[config.mk]
export PLATFORM = sky130hd
export DESIGN_NAME = indirect_buffer_call_stack
export DESIGN_NICKNAME = d
export VERILOG_FILES = /design/src/rtl/core/ibcs_pkg.sv /design/src/rtl/core/ibcs_frame_mem.sv /design/src/rtl/core/indirect_buffer_call_stack.sv
export SDC_FILE = /design/constraint.sdc
export NUM_CORES = 2
export LEC_CHECK = 0
export BUFFER_PORTS_ARGS = -buffer_cell sky130_fd_sc_hd__buf_2
export CORE_UTILIZATION = 35
export CTS_CLUSTER_SIZE = 8
export DETAILED_ROUTE_END_ITERATION = 6
export SYNTH_ARGS = -nofsm -noshare
export SYNTH_HDL_FRONTEND = slang
export SYNTH_SLANG_ARGS = --single-unit
[constraint.sdc]
create_clock -name clk -period 27.4 [get_ports clk]
set_input_delay 1.37 -clock clk [delete_from_list [all_inputs] [get_ports clk]]
set_output_delay 1.37 -clock clk [all_outputs]
set_load 0.01 [all_outputs]
[src/rtl/core/ibcs_pkg.sv]
// ----------------------------------------------------------------------------
// ibcs_pkg
// Shared types and constants of the indirect-buffer call stack.
// ----------------------------------------------------------------------------
`default_nettype none

package ibcs_pkg;

  // Number of frames the call stack can hold.
  localparam int NEST_DEPTH = 4;

  // The depth counter must be able to hold NEST_DEPTH itself.
  localparam int DEPTH_W = $clog2(NEST_DEPTH + 1);
  // Index into the frame memory.
  localparam int ADDR_W  = (NEST_DEPTH > 1) ? $clog2(NEST_DEPTH) : 1;

  typedef enum logic [1:0] {
    OP_SUBMIT  = 2'd0,
    OP_ADVANCE = 2'd1,
    OP_JUMP    = 2'd2,
    OP_RETURN  = 2'd3
  } op_e;

  typedef enum logic [1:0] {
    STATUS_OK       = 2'd0,
    STATUS_FAULT    = 2'd1,
    STATUS_OVERFLOW = 2'd2,
    STATUS_INVALID  = 2'd3
  } status_e;

  typedef enum logic {
    ST_IDLE = 1'b0,
    ST_EXEC = 1'b1
  } state_e;

  typedef struct packed {
    logic [1:0]  op;
    logic [63:0] address;
    logic [31:0] entry_total;
    logic [63:0] fence_value;
    logic        resume_after;
    logic        probe_ok;
  } cmd_t;

  typedef struct packed {
    logic [1:0]  status;
    logic [63:0] fetch_address;
    logic [31:0] fetch_index;
    logic [31:0] batch_total;
    logic [63:0] fence_out;
    logic [2:0]  nest_depth;
    logic        in_jump;
    logic [63:0] return_address;
    logic        batch_done;
  } rsp_t;

  // One saved frame. below_base is the base of the frame underneath, so that
  // a pop learns the new top-of-stack address from the same read.
  typedef struct packed {
    logic [63:0] base;
    logic [31:0] index;
    logic [31:0] total;
    logic [63:0] fence;
    logic [63:0] below_base;
  } frame_t;

  typedef struct packed {
    logic              we;
    logic [ADDR_W-1:0] waddr;
    frame_t            wdata;
    logic              re;
    logic [ADDR_W-1:0] raddr;
  } frame_mem_req_t;

endpackage

`default_nettype wire

[src/rtl/core/ibcs_frame_mem.sv]
// ----------------------------------------------------------------------------
// ibcs_frame_mem
// Frame storage of the call stack: one write port, one registered read port.
// ----------------------------------------------------------------------------
`default_nettype none

module ibcs_frame_mem
  import ibcs_pkg::*;
(
  input  wire logic           clk,
  input  wire frame_mem_req_t req,
  output frame_t              rd_data
);

  frame_t mem [NEST_DEPTH];

  always_ff @(posedge clk) begin
    if (req.we) begin
      mem[req.waddr] <= req.wdata;
    end
  end

  // Read data holds between reads so a stalled consumer still sees it.
  always_ff @(posedge clk) begin
    if (req.re) begin
      rd_data <= mem[req.raddr];
    end
  end

endmodule

`default_nettype wire

[src/rtl/core/indirect_buffer_call_stack.sv]
// ----------------------------------------------------------------------------
// indirect_buffer_call_stack
// Command fetch pointer with an indirect-buffer call stack.
// ----------------------------------------------------------------------------
//
//   channel   dir   payload   handshake               per beat
//   -------   ---   -------   ---------------------   --------------------
//   cmd       in    cmd_t     cmd_valid / cmd_ready   one command
//   rsp       out   rsp_t     rsp_valid / rsp_ready   one result a command
//
// Each command takes two steps: the accept cycle, in which a return issues
// its read of the frame memory, and an execute cycle, in which the registered
// read data is used and the result is loaded into the output register.
// The execute cycle waits while the output register holds an untaken beat;
// a new command is accepted in the cycle after execute, even while the last
// result still waits. The synchronous reset clears the fetch pointer, depth,
// flags and handshake state; the frame memory has no reset and needs no
// clearing pass, since only data of pushed frames is ever used.
// ----------------------------------------------------------------------------
`default_nettype none

module indirect_buffer_call_stack
  import ibcs_pkg::*;
(
  input  wire logic clk,
  input  wire logic rst,
  input  wire logic cmd_valid,
  output logic      cmd_ready,
  input  wire cmd_t cmd,
  output logic      rsp_valid,
  input  wire logic rsp_ready,
  output rsp_t      rsp
);

  // Control state.
  state_e state, state_next;
  cmd_t   cmd_reg;

  // Current fetch pointer.
  logic [63:0] cur_base,  cur_base_next;
  logic [31:0] cur_index, cur_index_next;
  logic [31:0] cur_total, cur_total_next;
  logic [63:0] cur_fence, cur_fence_next;

  // Stack bookkeeping. top_base mirrors the base of the top frame, or zero
  // when the stack is empty, so the result never waits on a memory read.
  logic [DEPTH_W-1:0] depth, depth_next;
  logic               jumping, jumping_next;
  logic               cont_flag, cont_flag_next;
  logic [63:0]        top_base, top_base_next;

  logic [1:0]     status;
  logic           cmd_fire;
  logic           exec_fire;
  logic           stack_full;
  logic           return_bad;
  frame_mem_req_t mem_req;
  frame_t         mem_rd;

  assign cmd_fire   = cmd_valid && cmd_ready;
  // The result can be loaded when the output register is empty or drains now.
  assign exec_fire  = (state == ST_EXEC) && (!rsp_valid || rsp_ready);
  assign stack_full = (depth == DEPTH_W'(NEST_DEPTH));
  assign return_bad = !jumping || (depth == '0);

  ibcs_frame_mem u_frame_mem (
    .clk     (clk),
    .req     (mem_req),
    .rd_data (mem_rd)
  );

  // Next-state logic.
  always_comb begin
    state_next = state;
    case (state)
      ST_IDLE: begin
        if (cmd_fire) begin
          state_next = ST_EXEC;
        end
      end
      ST_EXEC: begin
        if (exec_fire) begin
          state_next = ST_IDLE;
        end
      end
      default: state_next = ST_IDLE;
    endcase
  end

  // FSM outputs: accept only between commands; a return reads the top frame
  // during its accept cycle, so the data is waiting in the execute cycle.
  always_comb begin
    cmd_ready = 1'b0;
    case (state)
      ST_IDLE: cmd_ready = 1'b1;
      ST_EXEC: cmd_ready = 1'b0;
      default: cmd_ready = 1'b0;
    endcase
  end

  // Command execution.
  always_comb begin
    cur_base_next  = cur_base;
    cur_index_next = cur_index;
    cur_total_next = cur_total;
    cur_fence_next = cur_fence;
    depth_next     = depth;
    jumping_next   = jumping;
    cont_flag_next = cont_flag;
    top_base_next  = top_base;
    status         = STATUS_OK;

    mem_req.re          = cmd_fire && (cmd.op == OP_RETURN);
    mem_req.raddr       = ADDR_W'(depth - DEPTH_W'(1));
    mem_req.we          = 1'b0;
    mem_req.waddr       = ADDR_W'(depth);
    mem_req.wdata.base       = cur_base;
    mem_req.wdata.index      = cur_index;
    mem_req.wdata.total      = cur_total;
    mem_req.wdata.fence      = cur_fence;
    mem_req.wdata.below_base = top_base;

    case (cmd_reg.op)
      OP_SUBMIT: begin
        cur_base_next  = cmd_reg.address;
        cur_index_next = '0;
        cur_total_next = cmd_reg.entry_total;
        cur_fence_next = cmd_reg.fence_value;
      end
      OP_ADVANCE: begin
        if (cur_index != '1) begin
          cur_index_next = cur_index + 32'd1;
        end
      end
      OP_JUMP: begin
        // A failed probe takes precedence over a full stack.
        if (!cmd_reg.probe_ok) begin
          status = STATUS_FAULT;
        end else if (stack_full) begin
          status = STATUS_OVERFLOW;
        end else begin
          mem_req.we     = exec_fire;
          depth_next     = depth + DEPTH_W'(1);
          jumping_next   = 1'b1;
          cont_flag_next = cmd_reg.resume_after;
          top_base_next  = cur_base;
          cur_base_next  = cmd_reg.address;
          cur_index_next = '0;
          cur_total_next = cmd_reg.entry_total;
        end
      end
      OP_RETURN: begin
        if (return_bad) begin
          status = STATUS_INVALID;
        end else begin
          depth_next     = depth - DEPTH_W'(1);
          top_base_next  = mem_rd.below_base;
          cont_flag_next = 1'b0;
          if (cont_flag) begin
            cur_base_next  = mem_rd.base;
            cur_index_next = mem_rd.index;
            cur_total_next = mem_rd.total;
            cur_fence_next = mem_rd.fence;
          end
          if (depth == DEPTH_W'(1)) begin
            jumping_next = 1'b0;
          end
        end
      end
      default: status = STATUS_OK;
    endcase
  end

  // Control registers.
  always_ff @(posedge clk) begin
    if (rst) begin
      state     <= ST_IDLE;
      cur_base  <= '0;
      cur_index <= '0;
      cur_total <= '0;
      cur_fence <= '0;
      depth     <= '0;
      jumping   <= 1'b0;
      cont_flag <= 1'b0;
      top_base  <= '0;
      rsp_valid <= 1'b0;
    end else begin
      state <= state_next;
      if (exec_fire) begin
        cur_base  <= cur_base_next;
        cur_index <= cur_index_next;
        cur_total <= cur_total_next;
        cur_fence <= cur_fence_next;
        depth     <= depth_next;
        jumping   <= jumping_next;
        cont_flag <= cont_flag_next;
        top_base  <= top_base_next;
        rsp_valid <= 1'b1;
      end else if (rsp_ready) begin
        rsp_valid <= 1'b0;
      end
    end
  end

  // Payload registers.
  always_ff @(posedge clk) begin
    if (cmd_fire) begin
      cmd_reg <= cmd;
    end
    if (exec_fire) begin
      rsp.status         <= status;
      rsp.fetch_address  <= cur_base_next;
      rsp.fetch_index    <= cur_index_next;
      rsp.batch_total    <= cur_total_next;
      rsp.fence_out      <= cur_fence_next;
      rsp.nest_depth     <= 3'(depth_next);
      rsp.in_jump        <= jumping_next;
      rsp.return_address <= top_base_next;
      rsp.batch_done     <= (cur_index_next >= cur_total_next);
    end
  end

  // The depth never goes beyond the stack size.
  a_depth_bound: assert property (@(posedge clk) disable iff (rst)
    depth <= DEPTH_W'(NEST_DEPTH))
    else $error("call stack depth beyond its size");

  // Executing inside an indirect buffer exactly when frames are stacked.
  a_jump_depth: assert property (@(posedge clk) disable iff (rst)
    jumping == (depth != '0))
    else $error("jump flag disagrees with stack depth");

  // An empty stack reports a zero return address.
  a_top_empty: assert property (@(posedge clk) disable iff (rst)
    (depth == '0) |-> (top_base == '0))
    else $error("return address not zero on empty stack");

  // An accepted command moves to execution in the next cycle.
  a_accept_exec: assert property (@(posedge clk) disable iff (rst)
    cmd_fire |=> (state == ST_EXEC))
    else $error("accepted command did not reach execution");

  // A new result only appears out of an execute cycle.
  a_rsp_source: assert property (@(posedge clk) disable iff (rst)
    $rose(rsp_valid) |-> ($past(state) == ST_EXEC))
    else $error("result beat without an executed command");

endmodule

`default_nettype wire
==> impl_metrics.json <==
{
  "status": "completed",
  "initial_core_util_pct": 35.3,
  "critical_path_required_ns": 27.88,
  "startpoint_type": "flop",
  "cts_repair_resize_count": 0,
  "fin_cells": 7595,
  "synth_flop_cell": "edfxtp_1",
  "end_kind": "flop",
  "drive_gt1_share_pct": 22.9,
  "drc_errors": 0,
  "slew_headroom_pct": 22.3,
  "cts_inserted_buffers": 297,
  "critPathKind": "flop to flop",
  "cts_tree": "built",
  "dpl.hpwl_um": 108000,
  "yosys.area.top_type_share_pct": 70.0,
  "grt_max_degree": 155,
  "via_count": 40400,
  "report.final.slew_viol_count": 0,
  "holdBufCountCts": 0,
  "gr-usage-all-layers_pct": 17.9,
  "die_area_um2": 211000,
  "arrival_ns": 6.37,
  "synthCells": 4054,
  "drt-total-wl_um": 191000,
  "root_buffer": "clkbuf_16",
  "synthArstFlopShare_pct": 0,
  "io_buffers": 432,
  "clk_pin_slew_ns": 0.05,
  "synth_common_cells": "edfxtp_1, dfxtp_1, nor2_1",
  "cellLeakagePower_nw": 30.8,
  "worst_r2r_endpoint": "u_frame_mem.mem[2][169]",
  "yosys_warnings": 0,
  "worst_pin_slew_ns": 1.15,
  "worst_hold_path_type": "flop to flop",
  "design.core.area_um2": 207000,
  "postCtsSetupRepairBufs": 0,
  "placed_cells": 7076,
  "antenna_left": 0,
  "whs_path_depth": 0,
  "gp_congestion": 0.833,
  "path_buf_inv": 5,
  "ys_types": 75,
  "antenna_found_initial": 12,
  "path_cells": "inv_1 -> ha_4 -> a21oi_4 -> buf_4 -> buf_4 -> and3_4 -> buf_4 -> buf_4",
  "final_hold_viol_count": 0,
  "fin_crit_sh_pct": 21.5,
  "finClkSkew_ns": 0.0922,
  "cts_max_level": 5,
  "setup_viol": 0,
  "top_regs": "u_frame_mem.mem: 1024 flops, rsp: 263 flops, u_frame_mem.rd_data: 256 flops",
  "powerDensity_nw_per_um2": 81.5,
  "dieWidth_um": 459,
  "synth_seq_cells": 1970,
  "hold_end": "u_frame_mem.mem[1][41]",
  "fmax_mhz": 170,
  "regMostFlops": "u_frame_mem.mem",
  "rows": 167,
  "rsz0062_at_grt": "no",
  "syn_avg_cell_area_um2": 18.1,
  "vias_per_cell": 5.31,
  "dr.pass1.iters": 6,
  "path_delay_family": "buffers and inverters",
  "cts.sinks": 1970,
  "io_pins": 433,
  "synth.most_common_cell": "edfxtp_1",
  "synth_area_um2": 73200,
  "critPathSlowestCell": "and3_4",
  "synth_nets": 4265,
  "cts_buffer_depth": 4,
  "area_growth_pct": 18.9,
  "path_max_fanout": 57,
  "cap_violations": 0,
  "reg2reg_depth": 8,
  "synth_top_area_cell": "edfxtp_1",
  "ys_top_cells_by_area": "edfxtp_1, mux4_2, dfxtp_1",
  "ys_seq_area_share_pct": 77.2,
  "num-nets-final": 4799,
  "largest_register_ffs": 1024,
  "grt_pass1_wl_um": 279000,
  "crit_top_cell": "buf_4",
  "r2r_start": "depth[0]",
  "synth_edf_count": 1707,
  "setup_tns_ns": 0,
  "grt_overflow": 0,
  "worst-r2r-setup-slack_ns": 21.51,
  "wl_per_cell_um": 25.2,
  "die_h_um": 459,
  "ir_drop_mv": 0.0628,
  "grt_pass1_vias": 40200,
  "hold_start": "top_base[41]",
  "insertion_delay_ns": 0.93,
  "fin_crit_ns": 5.89,
  "slowest_delay_ns": 0.94,
  "dr.first_iter.drc_count": 3805
}
## routing by layer
metal / GRT usage, % / share of wire [%]
met1: 24.7 / 43
met2: 28.3 / 47
met3: 3.69 / 7.3
met4: 5.59 / 2.7
met5: 0 / 0
## how the worst max path moves through the flow
stage,to,from,slack (ns),depth (start not counted)
6_report,u_frame_mem.mem[2][169],depth[0],21.51,8
5_1_grt,u_frame_mem.mem[2][169],depth[0],21.16,8
4_1_cts,u_frame_mem.mem[3][198],depth[0],21.33,8
3_5_place_dp,u_frame_mem.mem[3][207],depth[0],21.34,8
3_3_place_gp,u_frame_mem.mem[2][137],depth[0],21.44,8
2_1_floorplan,u_frame_mem.rd_data[0],cmd_valid,12.36,2
## kinds of logic after synthesis
logic type	share of synthesized area (%)
AND/OR/NAND/NOR	3.96
multiplexers	7.99
XOR/XNOR	0.0837
flip-flops	77.2
buffers and inverters	1.63
adder cells (fa/ha/maj)	0.735
AO/OA/AOI/OAI	8.39
## power breakdown
part / switching [mW] / internal [mW] / total (mW) / leakage, nW
Clock: 1.25 / 2.06 / 3.32 / 4.04
Combinational: 0.233 / 0.112 / 0.345 / 7.97
Sequential: 0.0674 / 3.36 / 3.43 / 18.8
## placed cells by master (no fill, tap or decap), drive strengths merged, types with 4 or more instances in the layout
cell,synthesis,routed
o21ai,112,112
mux4,256,256
a31oi,18,18
nand4,16,16
diode,0,5
a222oi,6,6
mux2i,5,5
o22ai,12,12
o211a,64,64
xor2,4,4
or3,10,10
o311ai,4,4
a211oi,40,40
nor2b,6,6
a22o,112,112
and3,12,12
nor4,9,9
nand2b,73,73
nor3,74,74
nand2,130,130
dfxtp,263,263
edfxtp,1707,1707
a22oi,190,190
inv,51,56
a32oi,9,9
a21o,73,73
a21oi,80,80
ha,43,43
o2bb2ai,68,68
nand3,30,30
o211ai,4,4
buf,69,496
nor2,257,257
clkbuf,192,506
o21a,4,4
## worst reg2reg max path: cells and delay by family (launching register included)
| kind | cells | cell delay (ns) |
|---|---|---|
| AO/OA/AOI/OAI | 1 | 0.14 |
| adder cells (fa/ha/maj) | 1 | 0.28 |
| flip-flops | 1 | 0.78 |
| buffers and inverters | 5 | 3.22 |
| AND/OR/NAND/NOR | 1 | 1.04 |
## stage by stage
stage                     area (um2)  power, mW  utilization, %  hold slack, ns  setup slack (ns)
after global routing           87000       7.32            41.9           0.487             21.16
after CTS                      87000       7.18            41.9           0.461             21.33
after global placement         78500       3.83            37.9           0.491             21.44
after detailed placement       78500       3.84            37.9           0.511             21.34
after floorplan                73200       3.68               -           0.455             12.36
final                          87000       7.09            41.9           0.454             21.51
## final cells by class
class,count,area (um2)
diodes,5,12.5
clock buffers,506,8390
multi-input cells,1771,15600
inverters,52,203
fillers,18300,120000
repair buffers,496,2710
well taps,2788,3490
flip-flops and latches,1970,56500
clock inverters,7,86.3
Power figures use the tool's default switching activity.
